--- src/sv/drq_pkg.sv ---
// ----------------------------------------------------------------------------
// drq_pkg
// Shared types, sizes and codes for the deferred release queue.
// ----------------------------------------------------------------------------
package drq_pkg;

  // ring size and derived widths
  localparam int QUEUE_DEPTH = 64;
  localparam int IDX_W       = $clog2(QUEUE_DEPTH);
  localparam int CNT_W       = $clog2(QUEUE_DEPTH + 1);
  localparam int DATA_W      = 32;

  // command codes
  localparam logic CMD_SCHEDULE = 1'b0;
  localparam logic CMD_PROCESS  = 1'b1;

  // result status codes
  typedef enum logic [2:0] {
    ST_ADDED    = 3'd0,
    ST_UPDATED  = 3'd1,
    ST_FULL     = 3'd2,
    ST_RELEASED = 3'd3,
    ST_NONE     = 3'd4
  } status_t;

  // one stored ring entry
  typedef struct packed {
    logic [DATA_W-1:0] user;
    logic [DATA_W-1:0] due;
  } entry_t;

  // classified command handed from front to back
  // frame holds the due frame for a schedule, the current frame for a process
  typedef struct packed {
    logic              command;
    logic [DATA_W-1:0] user;
    logic [DATA_W-1:0] frame;
  } cmd_t;

  // one result item
  typedef struct packed {
    status_t           status;
    logic [DATA_W-1:0] user;
    logic              last;
  } res_t;

  // ring slot of base plus offset, offset below the depth
  function automatic logic [IDX_W-1:0] slot_add(logic [IDX_W-1:0] base,
                                                logic [CNT_W-1:0] off);
    logic [CNT_W:0] sum;
    sum = {{(CNT_W + 1 - IDX_W){1'b0}}, base} + {1'b0, off};
    if (sum >= (CNT_W + 1)'(QUEUE_DEPTH)) begin
      sum = sum - (CNT_W + 1)'(QUEUE_DEPTH);
    end
    return sum[IDX_W-1:0];
  endfunction

endpackage

--- src/sv/drq_ram.sv ---
// ----------------------------------------------------------------------------
// drq_ram
// Generic single write, single read RAM with registered read data.
// ----------------------------------------------------------------------------
module drq_ram #(
  parameter int WIDTH = 8,
  parameter int DEPTH = 16
) (
  input  logic                     clk,
  input  logic                     wr_en,
  input  logic [$clog2(DEPTH)-1:0] wr_addr,
  input  logic [WIDTH-1:0]         wr_data,
  input  logic                     rd_en,
  input  logic [$clog2(DEPTH)-1:0] rd_addr,
  output logic [WIDTH-1:0]         rd_data
);

  logic [WIDTH-1:0] mem [DEPTH];

  // write port
  always_ff @(posedge clk) begin
    if (wr_en) begin
      mem[wr_addr] <= wr_data;
    end
  end

  // registered read port, holds while idle
  always_ff @(posedge clk) begin
    if (rd_en) begin
      rd_data <= mem[rd_addr];
    end
  end

endmodule

--- src/sv/drq_front.sv ---
// ----------------------------------------------------------------------------
// drq_front
// Input side: takes items, forms the due frame and queues commands.
// ----------------------------------------------------------------------------
module drq_front (
  input  logic                       clk,
  input  logic                       rst_n,
  input  logic                       push,
  output logic                       full,
  input  logic                       in_command,
  input  logic [drq_pkg::DATA_W-1:0] in_user_id,
  input  logic [drq_pkg::DATA_W-1:0] in_delay_frames,
  input  logic [drq_pkg::DATA_W-1:0] in_current_frame,
  output logic                       cmd_valid,
  output drq_pkg::cmd_t              cmd,
  input  logic                       cmd_pop
);

  drq_pkg::cmd_t ent_r [2];
  logic          wp_r, wp_nxt;
  logic          rp_r, rp_nxt;
  logic [1:0]    cnt_r, cnt_nxt;
  drq_pkg::cmd_t new_cmd;
  logic          do_push;
  logic          do_pop;

  // classify the item: schedules carry their due frame
  always_comb begin
    new_cmd.command = in_command;
    new_cmd.user    = in_user_id;
    if (in_command == drq_pkg::CMD_SCHEDULE) begin
      new_cmd.frame = in_current_frame + in_delay_frames;
    end else begin
      new_cmd.frame = in_current_frame;
    end
  end

  assign full      = (cnt_r == 2'd2);
  assign cmd_valid = (cnt_r != 2'd0);
  assign cmd       = ent_r[rp_r];
  assign do_push   = push && !full;
  assign do_pop    = cmd_pop && cmd_valid;

  // pointer and occupancy update
  always_comb begin
    wp_nxt  = do_push ? !wp_r : wp_r;
    rp_nxt  = do_pop ? !rp_r : rp_r;
    cnt_nxt = cnt_r;
    if (do_push && !do_pop) begin
      cnt_nxt = cnt_r + 2'd1;
    end else if (do_pop && !do_push) begin
      cnt_nxt = cnt_r - 2'd1;
    end
  end

  always_ff @(posedge clk) begin
    if (!rst_n) begin
      wp_r  <= 1'b0;
      rp_r  <= 1'b0;
      cnt_r <= 2'd0;
    end else begin
      wp_r  <= wp_nxt;
      rp_r  <= rp_nxt;
      cnt_r <= cnt_nxt;
    end
  end

  // command storage
  always_ff @(posedge clk) begin
    if (do_push) begin
      ent_r[wp_r] <= new_cmd;
    end
  end

endmodule

--- src/sv/drq_back.sv ---
// ----------------------------------------------------------------------------
// drq_back
// Execution side: searches, updates and pops the ring of pending releases.
// ----------------------------------------------------------------------------
module drq_back (
  input  logic          clk,
  input  logic          rst_n,
  input  logic          cmd_valid,
  input  drq_pkg::cmd_t cmd,
  output logic          cmd_pop,
  output logic          res_valid,
  output drq_pkg::res_t res,
  input  logic          res_ready
);

  typedef enum logic [2:0] {
    S_IDLE,
    S_SEARCH,
    S_PREAD,
    S_PCHK,
    S_DONE
  } state_t;

  state_t                        state_r, state_nxt;
  logic [drq_pkg::IDX_W-1:0]     head_r, head_nxt;
  logic [drq_pkg::CNT_W-1:0]     cnt_r, cnt_nxt;
  logic [drq_pkg::CNT_W-1:0]     off_r, off_nxt;
  logic                          pend_r, pend_nxt;
  logic [drq_pkg::IDX_W-1:0]     pslot_r, pslot_nxt;
  logic [drq_pkg::DATA_W-1:0]    user_r, user_nxt;
  logic [drq_pkg::DATA_W-1:0]    frame_r, frame_nxt;
  drq_pkg::status_t              status_r, status_nxt;
  logic [drq_pkg::DATA_W-1:0]    rel_user_r, rel_user_nxt;
  logic                          have_rel_r, have_rel_nxt;

  logic                          ram_we;
  logic [drq_pkg::IDX_W-1:0]     ram_waddr;
  drq_pkg::entry_t               ram_wdata;
  logic                          ram_re;
  logic [drq_pkg::IDX_W-1:0]     ram_raddr;
  logic [$bits(drq_pkg::entry_t)-1:0] ram_rdata;
  drq_pkg::entry_t               rd_ent;
  logic                          hit;
  logic                          is_due;
  logic                          rel_fire;

  assign rd_ent = drq_pkg::entry_t'(ram_rdata);
  assign hit    = pend_r && (rd_ent.user == user_r);
  assign is_due = (rd_ent.due <= frame_r);

  // sequencer
  always_comb begin
    state_nxt    = state_r;
    head_nxt     = head_r;
    cnt_nxt      = cnt_r;
    off_nxt      = off_r;
    pend_nxt     = 1'b0;
    pslot_nxt    = pslot_r;
    user_nxt     = user_r;
    frame_nxt    = frame_r;
    status_nxt   = status_r;
    rel_user_nxt = rel_user_r;
    have_rel_nxt = have_rel_r;
    cmd_pop      = 1'b0;
    ram_we       = 1'b0;
    ram_waddr    = pslot_r;
    ram_wdata    = '{user: user_r, due: frame_r};
    ram_re       = 1'b0;
    ram_raddr    = head_r;
    res_valid    = 1'b0;
    res          = '{status: status_r, user: rel_user_r, last: 1'b1};
    rel_fire     = 1'b0;
    unique case (state_r)
      S_IDLE: begin
        if (cmd_valid) begin
          cmd_pop      = 1'b1;
          user_nxt     = cmd.user;
          frame_nxt    = cmd.frame;
          off_nxt      = '0;
          have_rel_nxt = 1'b0;
          rel_user_nxt = '0;
          state_nxt    = (cmd.command == drq_pkg::CMD_SCHEDULE) ? S_SEARCH : S_PREAD;
        end
      end
      // pipelined search: one read issued and one compare per cycle
      S_SEARCH: begin
        ram_raddr = drq_pkg::slot_add(head_r, off_r);
        priority if (hit) begin
          ram_we     = 1'b1;
          ram_waddr  = pslot_r;
          status_nxt = drq_pkg::ST_UPDATED;
          state_nxt  = S_DONE;
        end else if (!pend_r && (off_r == cnt_r)) begin
          if (cnt_r == drq_pkg::CNT_W'(drq_pkg::QUEUE_DEPTH)) begin
            status_nxt = drq_pkg::ST_FULL;
          end else begin
            ram_we     = 1'b1;
            ram_waddr  = drq_pkg::slot_add(head_r, cnt_r);
            cnt_nxt    = cnt_r + 1'b1;
            status_nxt = drq_pkg::ST_ADDED;
          end
          state_nxt = S_DONE;
        end else begin
          if (off_r != cnt_r) begin
            ram_re    = 1'b1;
            pend_nxt  = 1'b1;
            pslot_nxt = ram_raddr;
            off_nxt   = off_r + 1'b1;
          end
        end
      end
      // read the head entry, or close out when the ring is empty
      S_PREAD: begin
        if (cnt_r == '0) begin
          status_nxt = have_rel_r ? drq_pkg::ST_RELEASED : drq_pkg::ST_NONE;
          state_nxt  = S_DONE;
        end else begin
          ram_re    = 1'b1;
          ram_raddr = head_r;
          state_nxt = S_PCHK;
        end
      end
      // hold one released user back until the next head decides last
      S_PCHK: begin
        res = '{status: drq_pkg::ST_RELEASED, user: rel_user_r, last: 1'b0};
        if (is_due) begin
          if (!have_rel_r || res_ready) begin
            res_valid    = have_rel_r;
            rel_fire     = 1'b1;
            rel_user_nxt = rd_ent.user;
            have_rel_nxt = 1'b1;
            head_nxt     = drq_pkg::slot_add(head_r, drq_pkg::CNT_W'(1));
            cnt_nxt      = cnt_r - 1'b1;
            state_nxt    = S_PREAD;
          end
        end else begin
          status_nxt = have_rel_r ? drq_pkg::ST_RELEASED : drq_pkg::ST_NONE;
          state_nxt  = S_DONE;
        end
      end
      // final result of the item
      S_DONE: begin
        res_valid = 1'b1;
        if (res_ready) begin
          state_nxt = S_IDLE;
        end
      end
      default: begin
        state_nxt = S_IDLE;
      end
    endcase
  end

  // state and registered control
  always_ff @(posedge clk) begin
    if (!rst_n) begin
      state_r    <= S_IDLE;
      head_r     <= '0;
      cnt_r      <= '0;
      pend_r     <= 1'b0;
      have_rel_r <= 1'b0;
    end else begin
      state_r    <= state_nxt;
      head_r     <= head_nxt;
      cnt_r      <= cnt_nxt;
      pend_r     <= pend_nxt;
      have_rel_r <= have_rel_nxt;
    end
  end

  // working payload
  always_ff @(posedge clk) begin
    off_r      <= off_nxt;
    pslot_r    <= pslot_nxt;
    user_r     <= user_nxt;
    frame_r    <= frame_nxt;
    status_r   <= status_nxt;
    rel_user_r <= rel_user_nxt;
  end

  // ring of user and due frame pairs
  drq_ram #(
    .WIDTH ($bits(drq_pkg::entry_t)),
    .DEPTH (drq_pkg::QUEUE_DEPTH)
  ) u_ring (
    .clk     (clk),
    .wr_en   (ram_we),
    .wr_addr (ram_waddr),
    .wr_data (ram_wdata),
    .rd_en   (ram_re),
    .rd_addr (ram_raddr),
    .rd_data (ram_rdata)
  );

`ifndef SYNTHESIS
  // occupancy never passes the ring size
  a_cnt_bound: assert property (@(posedge clk) disable iff (!rst_n)
    cnt_r <= drq_pkg::CNT_W'(drq_pkg::QUEUE_DEPTH))
    else $error("ring occupancy above depth");

  // each release removes exactly one entry
  a_rel_dec: assert property (@(posedge clk) disable iff (!rst_n)
    rel_fire |=> cnt_r == drq_pkg::CNT_W'($past(cnt_r) - 1'b1))
    else $error("release did not pop one entry");

  // the ring is only written while a schedule resolves
  a_we_sched: assert property (@(posedge clk) disable iff (!rst_n)
    ram_we |-> state_r == S_SEARCH)
    else $error("ring write outside schedule");

  // a release in flight only ever comes from a due head entry
  a_rel_due: assert property (@(posedge clk) disable iff (!rst_n)
    rel_fire |-> (state_r == S_PCHK) && is_due && (cnt_r != '0))
    else $error("release of an entry not due");
`endif

endmodule

--- src/sv/drq_resq.sv ---
// ----------------------------------------------------------------------------
// drq_resq
// Two-entry result queue between the back end and the result ports.
// ----------------------------------------------------------------------------
module drq_resq (
  input  logic                       clk,
  input  logic                       rst_n,
  input  logic                       res_valid,
  input  drq_pkg::res_t              res,
  output logic                       res_ready,
  output logic                       empty,
  input  logic                       pop,
  output logic [2:0]                 out_status,
  output logic [drq_pkg::DATA_W-1:0] out_released_user,
  output logic                       out_last
);

  drq_pkg::res_t ent_r [2];
  logic          wp_r;
  logic          rp_r;
  logic [1:0]    cnt_r, cnt_nxt;
  logic          do_push;
  logic          do_pop;

  assign res_ready         = (cnt_r != 2'd2);
  assign empty             = (cnt_r == 2'd0);
  assign do_push           = res_valid && res_ready;
  assign do_pop            = pop && !empty;
  assign out_status        = ent_r[rp_r].status;
  assign out_released_user = ent_r[rp_r].user;
  assign out_last          = ent_r[rp_r].last;

  // occupancy
  always_comb begin
    cnt_nxt = cnt_r;
    if (do_push && !do_pop) begin
      cnt_nxt = cnt_r + 2'd1;
    end else if (do_pop && !do_push) begin
      cnt_nxt = cnt_r - 2'd1;
    end
  end

  always_ff @(posedge clk) begin
    if (!rst_n) begin
      wp_r  <= 1'b0;
      rp_r  <= 1'b0;
      cnt_r <= 2'd0;
    end else begin
      wp_r  <= do_push ? !wp_r : wp_r;
      rp_r  <= do_pop ? !rp_r : rp_r;
      cnt_r <= cnt_nxt;
    end
  end

  // result storage
  always_ff @(posedge clk) begin
    if (do_push) begin
      ent_r[wp_r] <= res;
    end
  end

endmodule

--- src/sv/deferred_release_queue.sv ---
// ----------------------------------------------------------------------------
// deferred_release_queue
// Ring of pending resource releases keyed by user, with schedule and process.
// ----------------------------------------------------------------------------
//  channel  handshake       payload
//  input    push / full     in_command, in_user_id, in_delay_frames,
//                           in_current_frame
//  result   empty / pop     out_status, out_released_user, out_last
//
//  A schedule holds the back end while the search reads one ring entry per
//  cycle, up to every live entry, through the single ring read port. A
//  process holds it while each due head entry is read and released, then
//  closes out on an empty ring or on a head not yet due. Each command
//  passes through the registered command queue after the input transfer.
//  Synchronous active-low reset empties the ring; no clearing pass is needed.
//  Two commands queue ahead of the back end; two results queue behind it, and
//  a stalled result side halts the back end only when that queue is full.
// ----------------------------------------------------------------------------
module deferred_release_queue (
  input  logic                       clk,
  input  logic                       rst_n,
  input  logic                       push,
  output logic                       full,
  input  logic                       in_command,
  input  logic [drq_pkg::DATA_W-1:0] in_user_id,
  input  logic [drq_pkg::DATA_W-1:0] in_delay_frames,
  input  logic [drq_pkg::DATA_W-1:0] in_current_frame,
  output logic                       empty,
  input  logic                       pop,
  output logic [2:0]                 out_status,
  output logic [drq_pkg::DATA_W-1:0] out_released_user,
  output logic                       out_last
);

  logic          cmd_valid;
  drq_pkg::cmd_t cmd;
  logic          cmd_pop;
  logic          res_valid;
  drq_pkg::res_t res;
  logic          res_ready;

  // accept and classify
  drq_front u_front (
    .clk              (clk),
    .rst_n            (rst_n),
    .push             (push),
    .full             (full),
    .in_command       (in_command),
    .in_user_id       (in_user_id),
    .in_delay_frames  (in_delay_frames),
    .in_current_frame (in_current_frame),
    .cmd_valid        (cmd_valid),
    .cmd              (cmd),
    .cmd_pop          (cmd_pop)
  );

  // execute against the ring
  drq_back u_back (
    .clk       (clk),
    .rst_n     (rst_n),
    .cmd_valid (cmd_valid),
    .cmd       (cmd),
    .cmd_pop   (cmd_pop),
    .res_valid (res_valid),
    .res       (res),
    .res_ready (res_ready)
  );

  // result transfer side
  drq_resq u_resq (
    .clk               (clk),
    .rst_n             (rst_n),
    .res_valid         (res_valid),
    .res               (res),
    .res_ready         (res_ready),
    .empty             (empty),
    .pop               (pop),
    .out_status        (out_status),
    .out_released_user (out_released_user),
    .out_last          (out_last)
  );

endmodule
--- config.mk ---
export PLATFORM = sky130hd
export DESIGN_NAME = deferred_release_queue
export DESIGN_NICKNAME = d
export VERILOG_FILES = /design/src/sv/drq_pkg.sv /design/src/sv/drq_ram.sv /design/src/sv/drq_front.sv /design/src/sv/drq_back.sv /design/src/sv/drq_resq.sv /design/src/sv/deferred_release_queue.sv
export SDC_FILE = /design/constraint.sdc
export NUM_CORES = 2
export LEC_CHECK = 0
export BUFFER_PORTS_ARGS = -buffer_cell sky130_fd_sc_hd__buf_2
export CAP_MARGIN = 20
export CORE_MARGIN = 2
export CORE_UTILIZATION = 53
export CTS_CLUSTER_DIAMETER = 40
export CTS_CLUSTER_SIZE = 40
export DETAILED_ROUTE_END_ITERATION = 8
export GPL_TIMING_DRIVEN = 0
export PLACE_DENSITY_LB_ADDON = 0.05
export SLEW_MARGIN = 20
export SYNTH_ARGS = -nofsm -noshare
export SYNTH_HDL_FRONTEND = slang
export SYNTH_MEMORY_MAX_BITS = 65536
export SYNTH_SLANG_ARGS = --single-unit
--- constraint.sdc ---
create_clock -name clk -period 9.3 [get_ports clk]
set_clock_uncertainty 0.15 [all_clocks]
set_input_delay 1.395 -clock clk [delete_from_list [all_inputs] [get_ports clk]]
set_output_delay 1.395 -clock clk [all_outputs]
set_load 0.03 [all_outputs]
==> results.cfg <==
[timing]
worst_pin_slew_ps = 1260
rsz0062_at_grt = false
finalSetupViolCount = 0
hold_violations = 0
maxSlewHeadroom_pct = 15.9
fmax_mhz = 134
final_max_slew_viol_count = 0
period_needed_ps = 7480
finalWorstSetupSlack_ps = 1820
timing.final.crit_share_pct = 80.5

[synthesis]
yosysSeqAreaShare_pct = 74.4
synth_common_cells = edfxtp_1 (4,474), nand2_1 (3,154), mux2i_1 (982), nand3_1 (923), and3_1 (491)
synth_edf_count = 4474
ys_ff_latch = 4502
syn_nets = 12800
synth.distinct_cells = 67
yosysMostFrequentCell = edfxtp_1
syn_inst = 12600
synthArstFlopShare_pct = 0
syn_area_per_cell_um2 = 14.4
synth.area.top_cells = edfxtp_1 (74%), nand2_1 (6.5%), mux2i_1 (5.4%)
synth_ff_type = edfxtp_1
synth_top_area_share_pct = 74.0
synth.cell_area_um2 = 181000
ys_warn_count = 0
yosysTopAreaCell = edfxtp_1

[floorplanning]
die_w_um = 589
ios = 139
start_util_pct = 53.3
coreArea_um2 = 340000
die_area_um2 = 347000
die_h_um = 589
num_rows = 214

[cts]
htreeDepth = 6
holdBufCountCts = 0
root_buffer = clkbuf_16
clock_sinks = 4502
clockBufferDepth = 4
path_clk_slew_ps = 60
ctsResizeCount = 0
cts_tree = built
clkLatencyLatePin_ps = 1050
cts_setup_buffers = 0
cts_made_buffers = 571

[critical_path]
criticalPathCategory = reg2reg
worstSetupEndpointType = flop
crit_required_ps = 9780
worstPathMaxFanout = 14
worstPathArrival_ps = 7960
crit_path_start_kind = flop

[placed_design]
dp_hpwl_mm = 420
placed_cells = 17700
place_congestion = 0.934
place_ws_ps = 2060
portBuffers = 138

[finish]
area_growth_pct = 19.2
drive_gt1_share_pct = 14.2
fin_nets = 13900
n_fill_cell = 24600
final_cells = 18800

[detailed_routing]
ant_nets = 0
drc = 0
drtPass1Iterations = 9
routedWlPerCell_um = 30.9
drt-initial-drc-count = 17800
vias = 118000
routed_wl_mm = 581
vias_per_cell = 6.25

[global_route]
grt_pass1_vias = 112000
grt_antenna_before_repair = 69
grt_pass1_wl_mm = 813
grt_use_total_pct = 33.0
grt_overflow = 0
grt_max_degree = 52

[status]
outcome = finished clean

[pwr]
vdd_ir_drop_max_mv = 0.221
p_leak_uw = 0.0767
power_density_nw_per_um2 = 292

[flow_run]
maxCapViolCount = 0

[hold_path]
hold_class = reg2reg
[worst max-delay path, cell delays in order, from the launching register on]
cell and delay [ps]:
edfxtp_1 500, ha_1 280, fa_1 410, xor2_1 180, mux2i_1 380, buf_2 670, buf_2 830, buf_2 880
clkbuf_1 830, mux2i_1 460, a32oi_1 850, o221ai_1 570
[layout by cell type, fill, tap and decap left out, drive strengths merged, types with 155 or more instances in the layout]
master,synthesis,routed
edfxtp,4474,4474
nand2,3154,3154
clkbuf,481,1123
mux2i,983,983
nand3,923,923
buf,332,886
and3,491,491
a311oi,452,452
clkinv,1,192
inv,66,158
a21o,155,155
[registers in the layout (all words and copies together), names as in the netlist, 3 cells and up, named ones only]
signal and cells:
u_resq.ent_r 72, u_back.user_r 32, u_back.pslot_r 6, u_front.ent_r 130, u_back.off_r 7, u_back.rel_user_r 32, u_back.status_r 3, u_back.frame_r 32
u_back.u_ring.mem 4096, u_back.u_ring.rd_data 64, u_back.state_r 3, u_back.cnt_r 7, u_back.head_r 6
[final timing paths]
kind	depth (start not counted)	slack, ps	end	start
setup / recovery	11	1820	u_back.u_ring.rd_data[42]	u_back.off_r[0]
hold / removal	0	290	u_resq.ent_r[1][5]	u_back.rel_user_r[4]
setup reg to reg	11	1820	u_back.u_ring.rd_data[42]	u_back.off_r[0]
hold reg to reg	0	290	u_resq.ent_r[1][5]	u_back.rel_user_r[4]
[through the flow]
stage	TNS [ps]	instance area, um2	util [%]	power, uW	hold slack, ps
final	0	216000	63.6	63200	291
after global routing	0	216000	63.6	64700	303
after CTS	0	216000	63.5	63000	294
after detailed placement	0	197000	57.8	40500	283
after global placement	-9199730	188000	55.2	39000	276
after floorplan	0	181000	-	32800	271
[final cells by class]
class                      count  area [um2]  area share (%)
inverter                      67         254           0.117
timing repair buffer         555        8870            4.10
clock buffer                 641       15000            6.95
clock inverter               408        4630            2.14
sequential                  4502      135000            62.4
buffer                       813        3460            1.60
antenna                       39        97.6          0.0451
tap                         4536        5680            2.62
multi-input combinational   7238       43400            20.1
[power breakdown]
part | total, uW | internal, uW | switching (uW)
Sequential | 26500 | 25600 | 817
Clock | 22700 | 13700 | 8940
Combinational | 14000 | 3970 | 10000
Total | 63200 | 43400 | 19800
[per-layer routing]
layer  track usage, %  routed length, um  vias up
met5                0                125        -
met4             13.6              25700       18
met3             8.39              69200     1007
met2             46.7             246000     7056
met1             48.6             240000    59500
li1                 -                  -    50000
[cells by family after synthesis]
group,after synthesis,share of synthesized area (%)
adders and majority gates,86,0.610
AOI/OAI and AO/OA,1111,4.85
xor gates and xnor gates,84,0.405
muxes,1091,6.10
DFF,4502,74.4
and+or+nand+nor,4866,11.7
buffers and inverters,880,2.02
Power figures use the tool's default switching activity.
